$ cat config.mk
export PLATFORM = sky130hd
export DESIGN_NAME = first_fit_pool_allocator_unit
export DESIGN_NICKNAME = d
export VERILOG_FILES = /design/src/rtl/ffpa_pkg.sv /design/src/rtl/ffpa_alu.sv /design/src/rtl/ffpa_list.sv /design/src/rtl/first_fit_pool_allocator_unit.sv
export SDC_FILE = /design/constraint.sdc
export NUM_CORES = 1
export LEC_CHECK = 0
export BUFFER_PORTS_ARGS = -buffer_cell sky130_fd_sc_hd__buf_2
export CAP_MARGIN = 20
export CORE_AREA = 2 2 363 437
export CTS_BUF_LIST = sky130_fd_sc_hd__clkbuf_4
export CTS_CLUSTER_SIZE = 25
export DETAILED_ROUTE_END_ITERATION = 16
export DIE_AREA = 0 0 365 439
export GPL_TIMING_DRIVEN = 0
export SETUP_SLACK_MARGIN = 0.3
export SKIP_LAST_GASP = 1
export SLEW_MARGIN = 25
export SYNTH_ARGS = -nofsm -noshare
export SYNTH_HDL_FRONTEND = slang
export SYNTH_SLANG_ARGS = --single-unit
export TNS_END_PERCENT = 10
$ cat constraint.sdc
create_clock -name clk_i -period 11.1 [get_ports clk_i]
set_input_delay 1.665 -clock clk_i [delete_from_list [all_inputs] [get_ports clk_i]]
set_output_delay 1.665 -clock clk_i [all_outputs]
set_load 0.005 [all_outputs]
$ cat src/rtl/ffpa_pkg.sv
`default_nettype none

package ffpa_pkg;

  localparam int FREE_SLOTS = 9;
  localparam int CNT_W      = $clog2(FREE_SLOTS + 1);

  localparam logic [23:0] POOL_CAP = 24'h800000;

  localparam logic OP_ALLOC = 1'b0;

  localparam logic [1:0] ST_GRANTED  = 2'd0;
  localparam logic [1:0] ST_NO_SPACE = 2'd1;
  localparam logic [1:0] ST_FREED    = 2'd2;
  localparam logic [1:0] ST_LEAKED   = 2'd3;

  typedef struct packed {
    logic [23:0] off;
    logic [23:0] size;
  } entry_t;

  typedef struct packed {
    logic   pop;
    logic   push;
    entry_t data;
  } list_cmd_t;

  typedef struct packed {
    logic [23:0] a;
    logic [23:0] b;
    logic [23:0] c;
    logic [23:0] d;
    logic [23:0] e;
    logic        sub;
  } alu_in_t;

  typedef struct packed {
    logic [24:0] sum;
    logic [24:0] res;
    logic        eq;
    logic        gt;
  } alu_out_t;

endpackage

`default_nettype wire

$ cat src/rtl/ffpa_alu.sv
`default_nettype none

module ffpa_alu import ffpa_pkg::*; (
  input  alu_in_t  alu_i,
  output alu_out_t alu_o
);

  logic [24:0] sum;

  assign sum = {1'b0, alu_i.a} + {1'b0, alu_i.b};

  always_comb begin
    alu_o.sum = sum;
    alu_o.res = alu_i.sub ? ({1'b0, alu_i.c} - {1'b0, alu_i.d})
                          : ({1'b0, alu_i.c} + {1'b0, alu_i.d});
    alu_o.eq  = (sum == {1'b0, alu_i.e});
    alu_o.gt  = (sum >  {1'b0, alu_i.e});
  end

endmodule

`default_nettype wire

$ cat src/rtl/ffpa_list.sv
`default_nettype none

module ffpa_list import ffpa_pkg::*; (
  input  logic             clk_i,
  input  logic             rst_ni,
  input  list_cmd_t        cmd_i,
  input  logic [23:0]      key_i,
  output entry_t           head_o,
  output logic [CNT_W-1:0] len_o,
  output logic [CNT_W-1:0] pos_o
);

  entry_t           ent_q [FREE_SLOTS];
  entry_t           ent_d [FREE_SLOTS];
  logic [CNT_W-1:0] len_q;
  logic [CNT_W-1:0] len_d;
  logic [CNT_W-1:0] widx;

  assign widx  = cmd_i.pop ? (len_q - CNT_W'(1)) : len_q;
  assign len_d = len_q + CNT_W'(cmd_i.push) - CNT_W'(cmd_i.pop);

  for (genvar g = 0; g < FREE_SLOTS; g++) begin : g_slot
    entry_t shifted;
    if (g < FREE_SLOTS - 1) begin : g_mid
      assign shifted = cmd_i.pop ? ent_q[g+1] : ent_q[g];
    end else begin : g_last
      assign shifted = ent_q[g];
    end
    always_comb begin
      ent_d[g] = shifted;
      if (cmd_i.push && (widx == CNT_W'(g))) begin
        ent_d[g] = cmd_i.data;
      end
    end
    always_ff @(posedge clk_i) begin
      ent_q[g] <= ent_d[g];
    end
  end

  // place a new entry after the last one whose offset does not exceed the key
  always_comb begin
    pos_o = '0;
    for (int j = 0; j < FREE_SLOTS; j++) begin
      if ((CNT_W'(j) < len_q) && (ent_q[j].off <= key_i)) begin
        pos_o = CNT_W'(j + 1);
      end
    end
  end

  always_ff @(posedge clk_i or negedge rst_ni) begin
    if (!rst_ni) begin
      len_q <= '0;
    end else begin
      len_q <= len_d;
    end
  end

  assign head_o = ent_q[0];
  assign len_o  = len_q;

endmodule

`default_nettype wire

$ cat src/rtl/first_fit_pool_allocator_unit.sv
// Allocate walks the whole free list, then tries the bump pointer if no entry fits;
// free walks and merges the list; free into a full list (9 entries) reports leaked.
// One request at a time; tready returns on the edge that loads the result register,
// so a request holds the unit through the list walk and any output stall.
// Reset: free list empty, bump pointer 0, pool_limit 8388608, output valid low.
`default_nettype none

module first_fit_pool_allocator_unit import ffpa_pkg::*; (
  input  logic        clk_i,
  input  logic        rst_ni,
  input  logic        s_axis_tvalid,
  output logic        s_axis_tready,
  input  logic [47:0] s_axis_tdata,   // [23:0] block_size, [46:24] block_offset, [47] zero
  input  logic        s_axis_tuser,   // [0] operation
  output logic        m_axis_tvalid,
  input  logic        m_axis_tready,
  output logic [23:0] m_axis_tdata,   // [22:0] granted_offset, [23] zero
  output logic [1:0]  m_axis_tuser,   // [1:0] status
  input  logic        cfg_wr_en,
  input  logic [23:0] cfg_wr_data     // [23:0] pool_limit
);

  typedef enum logic [2:0] {
    S_IDLE,
    S_ALLOC,
    S_BUMP,
    S_FREE,
    S_FLUSH,
    S_DONE
  } state_e;

  state_e           state_q, state_d;
  logic [CNT_W-1:0] cnt_q, cnt_d;
  logic [CNT_W-1:0] rem_q, rem_d;
  logic [23:0]      size_q, size_d;
  logic [23:0]      off_q, off_d;
  logic             found_q, found_d;
  logic             ins_q, ins_d;
  entry_t           acc_q, acc_d;
  logic             acc_vld_q, acc_vld_d;
  logic [1:0]       status_q, status_d;
  logic [22:0]      grant_q, grant_d;
  logic [23:0]      bump_q, bump_d;
  logic [23:0]      limit_q, limit_d;
  logic             m_valid_q, m_valid_d;
  logic [1:0]       m_status_q, m_status_d;
  logic [22:0]      m_grant_q, m_grant_d;

  list_cmd_t        list_cmd;
  entry_t           head;
  logic [CNT_W-1:0] len;
  logic [CNT_W-1:0] ins_pos;
  alu_in_t          alu_in;
  alu_out_t         alu_out;
  logic             feed_head;
  entry_t           feed;
  logic [23:0]      lim_eff;
  logic             fit;
  logic             exact;

  ffpa_list u_list (
    .clk_i  (clk_i),
    .rst_ni (rst_ni),
    .cmd_i  (list_cmd),
    .key_i  ({1'b0, s_axis_tdata[46:24]}),
    .head_o (head),
    .len_o  (len),
    .pos_o  (ins_pos)
  );

  ffpa_alu u_alu (
    .alu_i (alu_in),
    .alu_o (alu_out)
  );

  assign lim_eff   = (limit_q > POOL_CAP) ? POOL_CAP : limit_q;
  assign feed_head = (cnt_q != '0) && (ins_q || (rem_q != '0));
  assign feed      = feed_head ? head : entry_t'{off: off_q, size: size_q};
  assign fit       = !alu_out.res[24];
  assign exact     = (alu_out.res == '0);

  always_comb begin
    alu_in = '0;
    unique case (state_q)
      S_BUMP: begin
        alu_in.a   = bump_q;
        alu_in.b   = size_q;
        alu_in.e   = lim_eff;
        alu_in.sub = 1'b1;
      end
      S_FREE: begin
        alu_in.a   = acc_q.off;
        alu_in.b   = acc_q.size;
        alu_in.c   = acc_q.size;
        alu_in.d   = feed.size;
        alu_in.e   = feed.off;
        alu_in.sub = 1'b0;
      end
      default: begin
        alu_in.a   = head.off;
        alu_in.b   = size_q;
        alu_in.c   = head.size;
        alu_in.d   = size_q;
        alu_in.sub = 1'b1;
      end
    endcase
  end

  always_comb begin
    state_d    = state_q;
    cnt_d      = cnt_q;
    rem_d      = rem_q;
    size_d     = size_q;
    off_d      = off_q;
    found_d    = found_q;
    ins_d      = ins_q;
    acc_d      = acc_q;
    acc_vld_d  = acc_vld_q;
    status_d   = status_q;
    grant_d    = grant_q;
    bump_d     = bump_q;
    limit_d    = cfg_wr_en ? cfg_wr_data : limit_q;
    m_valid_d  = m_valid_q && !m_axis_tready;
    m_status_d = m_status_q;
    m_grant_d  = m_grant_q;
    list_cmd   = '0;

    unique case (state_q)
      S_IDLE: begin
        if (s_axis_tvalid) begin
          size_d    = s_axis_tdata[23:0];
          off_d     = {1'b0, s_axis_tdata[46:24]};
          cnt_d     = len;
          rem_d     = ins_pos;
          found_d   = 1'b0;
          ins_d     = 1'b0;
          acc_vld_d = 1'b0;
          grant_d   = '0;
          if (s_axis_tuser == OP_ALLOC) begin
            state_d = S_ALLOC;
          end else if (len >= CNT_W'(FREE_SLOTS)) begin
            status_d = ST_LEAKED;
            state_d  = S_DONE;
          end else begin
            state_d = S_FREE;
          end
        end
      end
      S_ALLOC: begin
        if (cnt_q == '0) begin
          if (found_q) begin
            status_d = ST_GRANTED;
            state_d  = S_DONE;
          end else begin
            state_d = S_BUMP;
          end
        end else begin
          list_cmd.pop = 1'b1;
          cnt_d        = cnt_q - CNT_W'(1);
          if (!found_q && fit) begin
            found_d = 1'b1;
            grant_d = head.off[22:0];
            if (!exact) begin
              list_cmd.push      = 1'b1;
              list_cmd.data.off  = alu_out.sum[23:0];
              list_cmd.data.size = alu_out.res[23:0];
            end
          end else begin
            list_cmd.push = 1'b1;
            list_cmd.data = head;
          end
        end
      end
      S_BUMP: begin
        if (alu_out.gt) begin
          status_d = ST_NO_SPACE;
          grant_d  = '0;
        end else begin
          status_d = ST_GRANTED;
          grant_d  = bump_q[22:0];
          bump_d   = alu_out.sum[23:0];
        end
        state_d = S_DONE;
      end
      S_FREE: begin
        if ((cnt_q == '0) && ins_q) begin
          state_d = S_FLUSH;
        end else begin
          if (feed_head) begin
            list_cmd.pop = 1'b1;
            cnt_d        = cnt_q - CNT_W'(1);
            if (rem_q != '0) begin
              rem_d = rem_q - CNT_W'(1);
            end
          end else begin
            ins_d = 1'b1;
          end
          if (acc_vld_q && alu_out.eq) begin
            acc_d.size = alu_out.res[24] ? '1 : alu_out.res[23:0];
          end else begin
            if (acc_vld_q) begin
              list_cmd.push = 1'b1;
              list_cmd.data = acc_q;
            end
            acc_d     = feed;
            acc_vld_d = 1'b1;
          end
        end
      end
      S_FLUSH: begin
        list_cmd.push = 1'b1;
        list_cmd.data = acc_q;
        status_d      = ST_FREED;
        state_d       = S_DONE;
      end
      S_DONE: begin
        if (!m_valid_q || m_axis_tready) begin
          m_valid_d  = 1'b1;
          m_status_d = status_q;
          m_grant_d  = grant_q;
          state_d    = S_IDLE;
        end
      end
      default: begin
        state_d = S_IDLE;
      end
    endcase
  end

  always_ff @(posedge clk_i or negedge rst_ni) begin
    if (!rst_ni) begin
      state_q   <= S_IDLE;
      cnt_q     <= '0;
      found_q   <= 1'b0;
      ins_q     <= 1'b0;
      acc_vld_q <= 1'b0;
      bump_q    <= '0;
      limit_q   <= POOL_CAP;
      m_valid_q <= 1'b0;
    end else begin
      state_q   <= state_d;
      cnt_q     <= cnt_d;
      found_q   <= found_d;
      ins_q     <= ins_d;
      acc_vld_q <= acc_vld_d;
      bump_q    <= bump_d;
      limit_q   <= limit_d;
      m_valid_q <= m_valid_d;
    end
  end

  always_ff @(posedge clk_i) begin
    size_q     <= size_d;
    off_q      <= off_d;
    rem_q      <= rem_d;
    acc_q      <= acc_d;
    status_q   <= status_d;
    grant_q    <= grant_d;
    m_status_q <= m_status_d;
    m_grant_q  <= m_grant_d;
  end

  assign s_axis_tready = (state_q == S_IDLE);
  assign m_axis_tvalid = m_valid_q;
  assign m_axis_tdata  = {1'b0, m_grant_q};
  assign m_axis_tuser  = m_status_q;

endmodule

`default_nettype wire

==> summary.txt, run 1 <==
Status
  – Status: finished, final reports clean

Logic synthesis
  – Netlist cell types: 98
  – Prevailing post-synth register cell: edfxtp_1
  – Post-synthesis sequential area ratio: 0.4911
  – Post-Syn Nets: 3645
  – Async SR Flop Fraction: 0.09783
  – Cells after Synth: 3268
  – Post-synth EDFFs: roughly 580
  – Avg Cell Area, Syn: 11.86 sq um
  – Synthesized area: 0.03874 sq mm
  – Flops & latches, synth: 644
  – Synthesis warning total: 0

GRT
  – Vias in the first global route: 29450
  – First-pass GRT wire length: 192.0 mm
  – Initial antenna violation count: 7
  – Global route total overflow: 0
  – Total Routing Usage GR: 0.1622
  – Largest net degree at the start of global routing: 49

CTS
  – CTS Hold Bufs: 0
  – Clk sinks: 644
  – Latest clock arrival within the worst-skew pair: ~1.1 ns
  – CTS clk-pin slew, worst paths: 0.06 ns
  – CTS Buffer Depth: 3
  – Num CTS Buffers: 162
  – H-tree depth: 4
  – CTS tree: yes
  – Root buffer cell: clkbuf_4

Drt
  – Initial DRC Count: 2080
  – Routed Wire Length: 132.0 mm
  – DRC viols: 0
  – Vias/cell: 5.004
  – Drt wl/cell: 22.92 microns
  – Routed Antenna Nets: 0
  – DRT Pass-1 Iters: 5
  – Vias: 28810

Layout
  – Design Area, Final: 0.04419 sq mm
  – Final std cells w/o fill: between 5000 and 6000
  – Layout area overhead: 14.07%
  – Filler instances: about 16000
  – Fin nets: 3918
  – Share of cells above drive strength 1: 0.2070

STA
  – Final Hold Fails: 0
  – Clk_skew: 0.07978 ns
  – Final WS setup: 0.4549 ns
  – Achievable Freq: 93.94 MHz
  – Tcrit/Tclk final: 0.9590
  – Normalized max-slew margin: 0.2080
  – Setup TNS: 0 ns
  – Measured slew at the worst slew-check pin: 1.188 ns
  – Final setup violating endpoints: 0
  – Slew Limit Fails: 0
  – Min cycle time layout: 10.65 ns
  – RSZ-0062 raised after global routing: false

Floorplan
  – Core footprint: between 0.15 and 0.2 sq mm
  – Die span in x: 365 microns
  – Die area: 0.1602 sq mm
  – Ports: 106
  – Row count: 159
  – Height of the die: 439 microns
  – Initial core utilization: 0.2484

Place
  – Buffers added on ports: 102
  – Post-DP HPWL: 104.4 mm
  – Placed instance count: roughly 5500
  – RD Place Congestion: 0.9568
  – DP Area: roughly 0.042 sq mm
  – DP Worst Slack: 0.6042 ns

Worst setup path
  – Crit. End Element: register
  – Critical path fanouts, max: 48
  – WS Path Type: reg -> reg
  – Slowest cell on the critical path: clkbuf_1
  – CP peak stage delay: 0.85 ns
  – CP most frequent cell: buf_2
  – Critical path arrival: 11.30 ns
  – Critical path data required time: approximately 12 ns
  – Crit start category: register

Job
  – MaxCap Viol Count: 0

Min path
  – Worst Hold Class: reg -> reg
[synth_stat cells, types with 10 or more instances]
master / instances / area, sq um
a211oi_1: 29 / 217.7
o211ai_1: 21 / 157.7
a22o_1: 36 / 315.3
mux2i_1: 41 / 410.4
nand3_1: 58 / 290.3
nand2_1: 355 / 1333
buf_1: 10 / 37.54
mux2_1: 154 / 1734
o21a_1: 34 / 255.2
or3_1: 10 / 62.56
a21oi_1: 153 / 765.7
nor2b_1: 29 / 181.4
a221o_1: 24 / 240.2
a22oi_1: 38 / 285.3
xor2_1: 18 / 157.7
clkbuf_1: 95 / 356.6
mux2_2: 213 / 2399
and3_1: 38 / 237.7
o21ai_1: 25 / 125.1
nand4_1: 53 / 331.6
o21ai_0: 120 / 600.6
a31oi_1: 24 / 150.1
nor3_1: 38 / 190.2
nor2_1: 92 / 345.3
inv_1: 103 / 386.6
a32oi_1: 17 / 148.9
and2_1: 46 / 287.8
nor4_1: 21 / 131.4
a211o_1: 13 / 113.9
xnor2_1: 33 / 289.0
buf_2: 51 / 255.2
dfrtp_1: 62 / 1551
buf_6: 15 / 168.9
edfxtp_1: 581 / 17450
ha_1: 296 / 3704
a21o_1: 73 / 548.0
a41oi_1: 23 / 201.4
mux2_4: 42 / 630.6
nand2b_1: 14 / 87.58
[kinds of logic (layout without fill, tap and decap cells)]
logic type,after synthesis,in the layout,synth area share
AND/OR/NAND/NOR,794,794,0.09892
AO/OA/AOI/OAI,745,745,0.1342
flip-flops,644,644,0.4911
multiplexers,450,450,0.1335
adder cells (fa/ha/maj),299,299,0.09715
buffers and inverters,282,671,0.03265
XOR/XNOR,53,53,0.01237
other,1,9,0.00009679
[path summary, 6_finish.rpt]
kind	startpoint	endpoint	slack, ns	cells past startpoint
setup / recovery	state_q[2]	u_list.ent_q[3][60]	0.45	28
hold reg to reg	grant_q[4]	m_grant_q[4]	0.42	0
setup reg to reg	state_q[2]	u_list.ent_q[3][60]	0.45	28
max in group asynchronous	rst_ni	m_axis_tvalid	9.88	2
hold / removal	grant_q[4]	m_grant_q[4]	0.42	0
min in group asynchronous	rst_ni	limit_q[16]	0.58	1
[per-layer routing]
layer | vias to the layer above | share of wire | global-route usage
met5 | - | 0.00025 | 0
met4 | 6 | 0.072 | 0.1142
met2 | 1090 | 0.48 | 0.2749
met3 | 341 | 0.054 | 0.02758
met1 | 14120 | 0.39 | 0.1849
li1 | 13250 | - | -
[area by class of cell]
cell class / count / area (sq um) / share of cell area
Antenna cell: 8 / 20.02 / 0.0004530
Buffer: 179 / 897.1 / 0.02030
Clock buffer: 234 / 1757 / 0.03975
Clock inverter: 46 / 260.3 / 0.005889
Inverter: 103 / 389.1 / 0.008805
Multi-Input combinational cell: 2342 / 18590 / 0.4205
Sequential cell: 644 / 19020 / 0.4305
Tap cell: 2093 / 2619 / 0.05925
Timing Repair Buffer: 109 / 643.1 / 0.01455
[sequential cells by signal, indices dropped and copies added, names as in the netlist, 23 cells and up]
signal	count
off_q	23
bump_q	24
acc_q	48
limit_q	24
size_q	24
grant_q	23
m_grant_q	23
u_list.ent_q	432
[cell usage in the layout, fill, tap and decap left out, types with 46 or more instances in the layout]
cell      instances
nand2_1         347
a21o_1           73
dfrtp_1          62
mux2_2          213
nand4_1          53
and2_1           46
nand3_1          58
buf_2           153
edfxtp_1        581
inv_1           101
o21ai_0         120
clkbuf_1         90
clkbuf_4        234
mux2_1          154
nor2_1           90
ha_1            296
a21oi_1         152
[critical path, delay by kind of cell, from the launching register on]
| family | cells | cell delay [ns] |
|---|---|---|
| flip-flops | 1 | 0.33 |
| XOR/XNOR | 1 | 0.23 |
| buffers and inverters | 8 | 3.61 |
| adder cells (fa/ha/maj) | 2 | 0.84 |
| AO/OA/AOI/OAI | 10 | 3.44 |
| AND/OR/NAND/NOR | 7 | 1.69 |
[through the flow]
stage               utilization  hold slack [ns]
finish                   0.2834           0.4219
global route             0.2834           0.4295
CTS                      0.2830           0.4225
detailed placement       0.2701           0.4045
global placement         0.2685           0.4004
floorplan                     -           0.4003
[repair_timing]
| action | 4_1_cts | 5_1_grt |
|---|---|---|
| endpoints found under the setup margin | 0 | 100 |
| buffers inserted | 0 | 0 |
| resized for setup | 0 | 9 |
Power of run 1 is left out: the tool's default activity adds up to more than one toggle a clock period on the data nets, which glitch-free logic cannot reach.
==> inputs of run 2 (changes only) <==
--- a/config.mk
+++ b/config.mk
@@ -5,14 +5,18 @@
 export SDC_FILE = /design/constraint.sdc
 export NUM_CORES = 1
 export LEC_CHECK = 0
+export ABC_AREA = 1
 export BUFFER_PORTS_ARGS = -buffer_cell sky130_fd_sc_hd__buf_2
 export CAP_MARGIN = 20
-export CORE_AREA = 2 2 363 437
+export CELL_PAD_IN_SITES_DETAIL_PLACEMENT = 1
+export CELL_PAD_IN_SITES_GLOBAL_PLACEMENT = 1
+export CORE_AREA = 2 2 362 436
 export CTS_BUF_LIST = sky130_fd_sc_hd__clkbuf_4
 export CTS_CLUSTER_SIZE = 25
 export DETAILED_ROUTE_END_ITERATION = 16
-export DIE_AREA = 0 0 365 439
+export DIE_AREA = 0 0 364 438
 export GPL_TIMING_DRIVEN = 0
+export PLACE_DENSITY_LB_ADDON = 0.1
 export SETUP_SLACK_MARGIN = 0.3
 export SKIP_LAST_GASP = 1
 export SLEW_MARGIN = 25
==> summary.txt, run 2 <==
Status
  – Status: finished, final reports clean (unchanged)

GRT
  – Initial antenna violation count: 1 (was 7)
  – Largest net degree at the start of global routing: 49 (unchanged)
  – Vias in the first global route: 33410 (was 29450)
  – Global route total overflow: 0 (unchanged)
  – First-pass GRT wire length: 211.7 mm (was 192.0 mm)
  – Total Routing Usage GR: 0.1808 (was 0.1622)

Worst setup path
  – Critical path arrival: 10.66 ns (was 11.30 ns)
  – Crit. End Element: register (unchanged)
  – Critical path data required time: 11.85 ns (was 11.76 ns)
  – Slowest cell on the critical path: clkbuf_1 (unchanged)
  – CP peak stage delay: 0.69 ns (was 0.85 ns)
  – Critical path fanouts, max: 48 (unchanged)
  – WS Path Type: reg -> reg (unchanged)
  – Crit start category: register (unchanged)
  – CP most frequent cell: nand2_1 (was buf_2)

Logic synthesis
  – Async SR Flop Fraction: 0.09783 (unchanged)
  – Synthesized area: 0.03864 sq mm (was 0.03874 sq mm)
  – Post-synth EDFFs: 581 (unchanged)
  – Cell taking the most area after synthesis: edfxtp_1 (unchanged)
  – Flops & latches, synth: 644 (unchanged)
  – Synth top area share: 0.4515 (was 0.4503)
  – Prevailing post-synth register cell: edfxtp_1 (unchanged)
  – Most frequent cell after synthesis: nand2_1 (was edfxtp_1)
  – Synth top area cells: edfxtp_1, nand2_1, ha_1, dfrtp_1, inv_1 (was edfxtp_1, ha_1, mux2_2, mux2_1, dfrtp_1)
  – Netlist cell types: 62 (was 98)
  – Synth cell count leaders: nand2_1, edfxtp_1, inv_1 (was edfxtp_1, nand2_1, ha_1)
  – Post-synthesis sequential area ratio: 0.4924 (was 0.4911)
  – Synthesis warning total: 0 (unchanged)
  – Avg Cell Area, Syn: 8.501 sq um (was 11.86 sq um)
  – Cells after Synth: 4545 (was 3268)
  – Post-Syn Nets: 4922 (was 3645)

Drt
  – Metal2 WL: 71.45 mm (was 63.86 mm)
  – WL met3: 4.648 mm (was 7.147 mm)
  – Wl on met1: 60.50 mm (was 51.44 mm)
  – Routed Antenna Nets: 0 (unchanged)
  – Vias: 31480 (was 28810)
  – Vias/cell: 4.435 (was 5.004)
  – Drt wl/cell: 20.13 microns (was 22.92 microns)
  – Routed Wire Length: 142.9 mm (was 132.0 mm)
  – DRT Pass-1 Iters: 5 (unchanged)
  – Initial DRC Count: 1278 (was 2080)
  – DRC viols: 0 (unchanged)
  – Top layer in use: met4 (was met5)

Floorplan
  – Core footprint: 0.1554 sq mm (was 0.1560 sq mm)
  – Row count: 159 (unchanged)
  – Height of the die: 438 microns (was 439 microns)
  – Ports: 106 (unchanged)
  – Die span in x: 364 microns (was 365 microns)
  – Die area: 0.1594 sq mm (was 0.1602 sq mm)
  – Initial core utilization: 0.2487 (was 0.2484)

Place
  – Placed instance count: 6749 (was 5470)
  – Buffers added on ports: 102 (unchanged)
  – Post-DP HPWL: 119.8 mm (was 104.4 mm)
  – RD Place Congestion: 0.9150 (was 0.9568)

CTS
  – Clk sinks: 644 (unchanged)
  – Root buffer cell: clkbuf_4 (unchanged)
  – Num CTS Buffers: 187 (was 162)
  – H-tree depth: 4 (unchanged)
  – CTS Hold Bufs: 0 (unchanged)
  – Setup Fix Bufs, Post-CTS: 0 (unchanged)
  – Cts repair resizes: 0 (unchanged)
  – Latest clock arrival within the worst-skew pair: 1.22 ns (was 1.13 ns)
  – CTS clk-pin slew, worst paths: 0.07 ns (was 0.06 ns)
  – CTS Buffer Depth: 3 (unchanged)
  – CTS tree: yes (unchanged)

Layout
  – Largest register FFs: 432 (unchanged)
  – Biggest register: u_list.ent_q (unchanged)
  – Top Registers: u_list.ent_q x432, acc_q x48 (unchanged)
  – Layout area overhead: 15.20% (was 14.07%)
  – Highest-count cells in the layout ignoring fill and taps: nand2_1, edfxtp_1, inv_1, ha_1, clkbuf_4 (was edfxtp_1, nand2_1, ha_1, clkbuf_4, mux2_2)
  – Final std cells w/o fill: 7098 (was 5758)
  – Fin nets: 5222 (was 3918)
  – Commonest non-fill, non-tap cell in the layout: nand2_1 (was edfxtp_1)
  – Share of cells above drive strength 1: 0.1266 (was 0.2070)

STA
  – Slew Limit Fails: 0 (unchanged)
  – Final Hold Fails: 0 (unchanged)
  – Achievable Freq: 100.9 MHz (was 93.94 MHz)
  – RSZ-0062 raised after global routing: false (unchanged)
  – Normalized max-slew margin: 0.2368 (was 0.2080)
  – Min cycle time layout: 9.910 ns (was 10.65 ns)
  – Clk_skew: 0.08504 ns (was 0.07978 ns)
  – Tcrit/Tclk final: 0.8928 (was 0.9590)
  – Final setup violating endpoints: 0 (unchanged)
  – Measured slew at the worst slew-check pin: 1.133 ns (was 1.188 ns)

Job
  – MaxCap Viol Count: 0 (unchanged)

Min path
  – Worst Hold Class: in -> async (was reg -> reg)
run 2: cell types whose count changed after synthesis, sizes merged, moves of 36 or more:
cell    change
nor2       +86
and3       -38
and2       -40
a21oi      +85
a21o       -65
mux2i      -41
nand3     +132
inv       +273
a22o       -36
mux2      -409
clkbuf     -41
nand2    +1587
o21ai      +52
run 2: logic make-up (layout without fill, tap and decap cells):
kind of cell             after synthesis  in the layout  synth area share
buffers and inverters                547           1001           0.05858
flip-flops                           644            644            0.4924
AND/OR/NAND/NOR                     2414           2414            0.2530
XOR/XNOR                              34             34          0.007707
AO/OA/AOI/OAI                        606            606           0.09083
adder cells (fa/ha/maj)              299            299           0.09741
other                                  1              7        0.00009705
run 2: worst paths after layout:
kind                            startpoint                   to  slack, ns  depth (start not counted)
worst max register to register  state_q[0]  u_list.ent_q[3][56]       1.19                         33
worst min register to register  grant_q[9]         m_grant_q[9]       0.41                          0
min in group clk_i              grant_q[9]         m_grant_q[9]       0.41                          0
worst min-delay path                rst_ni          limit_q[22]       0.39                          1
worst max-delay path            state_q[0]  u_list.ent_q[3][56]       1.19                         33
max in group asynchronous           rst_ni            bump_q[0]      10.08                          2
run 2: layout make-up:
class	count	area, sq um
well taps	2093	2619
repair buffers	111	720.7
diodes	6	15.01
clock inverters	68	340.3
flip-flops and latches	644	19020
plain buffers	170	849.6
clock buffers	275	2064
multi-input cells	3354	17460
fillers	18480	110900
inverters	377	1418
run 2: worst max-delay path: cells and delay by family, from the launching register on:
| family | cells | cell delay [ns] |
|---|---|---|
| buf+inv | 11 | 3.36 |
| fa+ha+maj | 3 | 1.01 |
| simple gates | 11 | 2.38 |
| compound gates | 7 | 1.89 |
| flops | 1 | 0.33 |
| xor+xnor | 1 | 0.44 |
run 2: per-layer routing:
layer	vias up	global-route usage
met3	239	0.02724
met1	14780	0.2120
met5	-	0
met2	511	0.3229
li1	15950	-
met4	0	0.08245
run 2: through the flow:
| stage | worst slack [ns] | hold slack (ns) | cell area [sq um] | setup TNS (ns) | util |
|---|---|---|---|---|---|
| after floorplan | 3.586 | 0.4003 | 38640 | 0 | - |
| after global placement | -1.471 | 0.4031 | 41770 | -142.39 | 0.2688 |
| after detailed placement | 1.047 | 0.4056 | 42090 | 0 | 0.2709 |
| after CTS | 1.046 | 0.2519 | 44500 | 0 | 0.2864 |
| after global routing | 0.6785 | 0.3317 | 44500 | 0 | 0.2864 |
| final | 1.190 | 0.3917 | 44510 | 0 | 0.2865 |
Power of run 2 is left out for the same reason.
==> inputs of run 3 (changes only) <==
--- a/config.mk
+++ b/config.mk
@@ -5,16 +5,15 @@
 export SDC_FILE = /design/constraint.sdc
 export NUM_CORES = 1
 export LEC_CHECK = 0
-export ABC_AREA = 1
 export BUFFER_PORTS_ARGS = -buffer_cell sky130_fd_sc_hd__buf_2
 export CAP_MARGIN = 20
 export CELL_PAD_IN_SITES_DETAIL_PLACEMENT = 1
 export CELL_PAD_IN_SITES_GLOBAL_PLACEMENT = 1
-export CORE_AREA = 2 2 362 436
+export CORE_AREA = 2 2 363 437
 export CTS_BUF_LIST = sky130_fd_sc_hd__clkbuf_4
 export CTS_CLUSTER_SIZE = 25
 export DETAILED_ROUTE_END_ITERATION = 16
-export DIE_AREA = 0 0 364 438
+export DIE_AREA = 0 0 365 439
 export GPL_TIMING_DRIVEN = 0
 export PLACE_DENSITY_LB_ADDON = 0.1
 export SETUP_SLACK_MARGIN = 0.3
==> summary.txt, run 3 (synthesis results as in run 1) <==
Status
  – Status: finished, final reports clean (unchanged)

STA
  – Slew Limit Fails: 0 (unchanged)
  – Clk_skew: 0.06463 ns (was 0.08504 ns)
  – Tcrit/Tclk final: 0.9455 (was 0.8928)
  – RSZ-0062 raised after global routing: false (unchanged)
  – Achievable Freq: 95.29 MHz (was 100.9 MHz)
  – Normalized max-slew margin: 0.2537 (was 0.2368)
  – Final setup violating endpoints: 0 (unchanged)
  – Min cycle time layout: 10.49 ns (was 9.910 ns)
  – Final Hold Fails: 0 (unchanged)
  – Measured slew at the worst slew-check pin: 1.119 ns (was 1.133 ns)
  – Final WS setup: 0.6055 ns (was 1.190 ns)

GRT
  – Largest net degree at the start of global routing: 55 (was 49)
  – Total Routing Usage GR: 0.1868 (was 0.1808)
  – First-pass GRT wire length: 215.8 mm (was 211.7 mm)
  – Vias in the first global route: 30450 (was 33410)
  – Initial antenna violation count: 3 (was 1)
  – Global route total overflow: 0 (unchanged)

Drt
  – Vias/cell: 4.884 (was 4.435)
  – DRC viols: 0 (unchanged)
  – Drt wl/cell: 25.73 microns (was 20.13 microns)
  – Wl on met1: 65.44 mm (was 60.50 mm)
  – Routed Wire Length: 149.6 mm (was 142.9 mm)
  – Vias: 28390 (was 31480)
  – Top layer in use: met4 (unchanged)
  – DRT Pass-1 Iters: 5 (unchanged)
  – Metal2 WL: 72.87 mm (was 71.45 mm)
  – WL met3: 5.397 mm (was 4.648 mm)
  – Routed Antenna Nets: 0 (unchanged)
  – Initial DRC Count: 1405 (was 1278)

Job
  – MaxCap Viol Count: 0 (unchanged)

Worst setup path
  – R2R depth: 29 (was 33)
  – Reg2reg setup slack: 0.61 ns (was 1.19 ns)
  – WS Path Type: reg -> reg (unchanged)
  – Critical R2R Capture: u_list.ent_q[3][82] (was u_list.ent_q[3][56])
  – Crit path to: u_list.ent_q[3][82] (was u_list.ent_q[3][56])
  – Start of the worst register-to-register path: state_q[0] (unchanged)
  – Crit start category: register (unchanged)
  – CP startpoint: state_q[0] (unchanged)
  – CP peak stage delay: 0.76 ns (was 0.69 ns)
  – Critical path fanouts, max: 29 (was 48)
  – Crit. End Element: register (unchanged)
  – Critical path arrival: 11.37 ns (was 10.66 ns)
  – Critical path data required time: 11.98 ns (was 11.85 ns)
  – Slowest cell on the critical path: buf_1 (was clkbuf_1)

Floorplan
  – Die span in x: 365 microns (was 364 microns)
  – Ports: 106 (unchanged)
  – Initial core utilization: 0.2484 (was 0.2487)
  – Core footprint: 0.1560 sq mm (was 0.1554 sq mm)
  – Die area: 0.1602 sq mm (was 0.1594 sq mm)
  – Height of the die: 439 microns (was 438 microns)
  – Row count: 159 (unchanged)

Layout
  – Area of the multi-input gates: 0.01866 sq mm (was 0.01746 sq mm)
  – Biggest register: u_list.ent_q (unchanged)
  – Reg area: 0.01902 sq mm (unchanged)
  – Filler instances: 17420 (was 18480)
  – Highest-count cells in the layout ignoring fill and taps: edfxtp_1, nand2_1, ha_1, clkbuf_4, mux2_2 (was nand2_1, edfxtp_1, inv_1, ha_1, clkbuf_4)
  – Share of cells above drive strength 1: 0.2230 (was 0.1266)
  – Commonest non-fill, non-tap cell in the layout: edfxtp_1 (was nand2_1)
  – Top Registers: u_list.ent_q x432, acc_q x48 (unchanged)
  – Layout area overhead: 15.49% (was 15.20%)
  – Fin nets: 3952 (was 5222)
  – Largest register FFs: 432 (unchanged)
  – Design Area, Final: 0.04474 sq mm (was 0.04451 sq mm)

CTS
  – CTS tree: yes (unchanged)
  – H-tree depth: 4 (unchanged)
  – CTS Buffer Depth: 3 (unchanged)
  – Num CTS Buffers: 188 (was 187)
  – Clk sinks: 644 (unchanged)
  – CTS Hold Bufs: 0 (unchanged)
  – CTS clk-pin slew, worst paths: 0.07 ns (about the same)
  – Root buffer cell: clkbuf_4 (unchanged)
  – Latest clock arrival within the worst-skew pair: 1.20 ns (was 1.22 ns)

Place
  – Post-DP HPWL: 119.3 mm (was 119.8 mm)
  – DP Area: 0.04224 sq mm (was 0.04209 sq mm)
  – Buffers added on ports: 102 (unchanged)
  – RD Place Congestion: 0.8599 (was 0.9150)
  – DP Worst Slack: 0.03540 ns (was 1.047 ns)

Min path
  – Worst Hold Class: in -> async (unchanged)
## run 3: how the worst min path moves through the flow
stage,start,endpoint,slack [ns],cells past startpoint
6_report,rst_ni,limit_q[5],0.29,1
3_5_place_dp,grant_q[12],m_grant_q[12],0.41,0
4_1_cts,rst_ni,limit_q[5],0.10,1
2_1_floorplan,status_q[0],m_axis_tuser[0],0.40,0
5_1_grt,rst_ni,limit_q[5],0.16,1
3_3_place_gp,grant_q[5],m_grant_q[5],0.40,0
## run 3: metrics by stage
stage               cells  TNS [ns]  utilization  hold WS (ns)
global route         5810         0       0.2868        0.1575
global placement     5463   -671.94       0.2685        0.4019
floorplan            3268         0            -        0.4003
detailed placement   5474         0       0.2708        0.4052
finish               5814         0       0.2869        0.2916
CTS                  5797         0       0.2861        0.1036
## run 3: routing by layer
metal	global-route usage	up-vias
met4	0.07673	0
met5	0	-
met1	0.2315	14230
li1	-	13320
met2	0.3191	612
met3	0.03266	234
## run 3: cell type report
class / count / area share
sequential: 644 / 0.4252
multi-input combinational: 2342 / 0.4170
tap: 2093 / 0.05853
clock buffer: 272 / 0.04564
buffer: 179 / 0.02005
timing repair buffer: 117 / 0.01683
inverter: 103 / 0.008697
clock inverter: 51 / 0.007327
antenna: 13 / 0.0007271
## run 3: critical path: cells and delay by family, from the launching register on
| kind | cells | cell delay, ns |
|---|---|---|
| flip-flops | 1 | 0.33 |
| buffers and inverters | 8 | 3.22 |
| AND/OR/NAND/NOR | 8 | 2.57 |
| AO/OA/AOI/OAI | 10 | 2.96 |
| XOR/XNOR | 1 | 0.22 |
| adder cells (fa/ha/maj) | 2 | 0.81 |
## run 3: repair_timing
item,in CTS,in global routing
pin swaps,0,1
setup endpoints to repair,299,431
endpoints found under the hold margin,0,0
setup buffers,0,2
gates resized for setup,6,5
Power of run 3 is left out for the same reason.
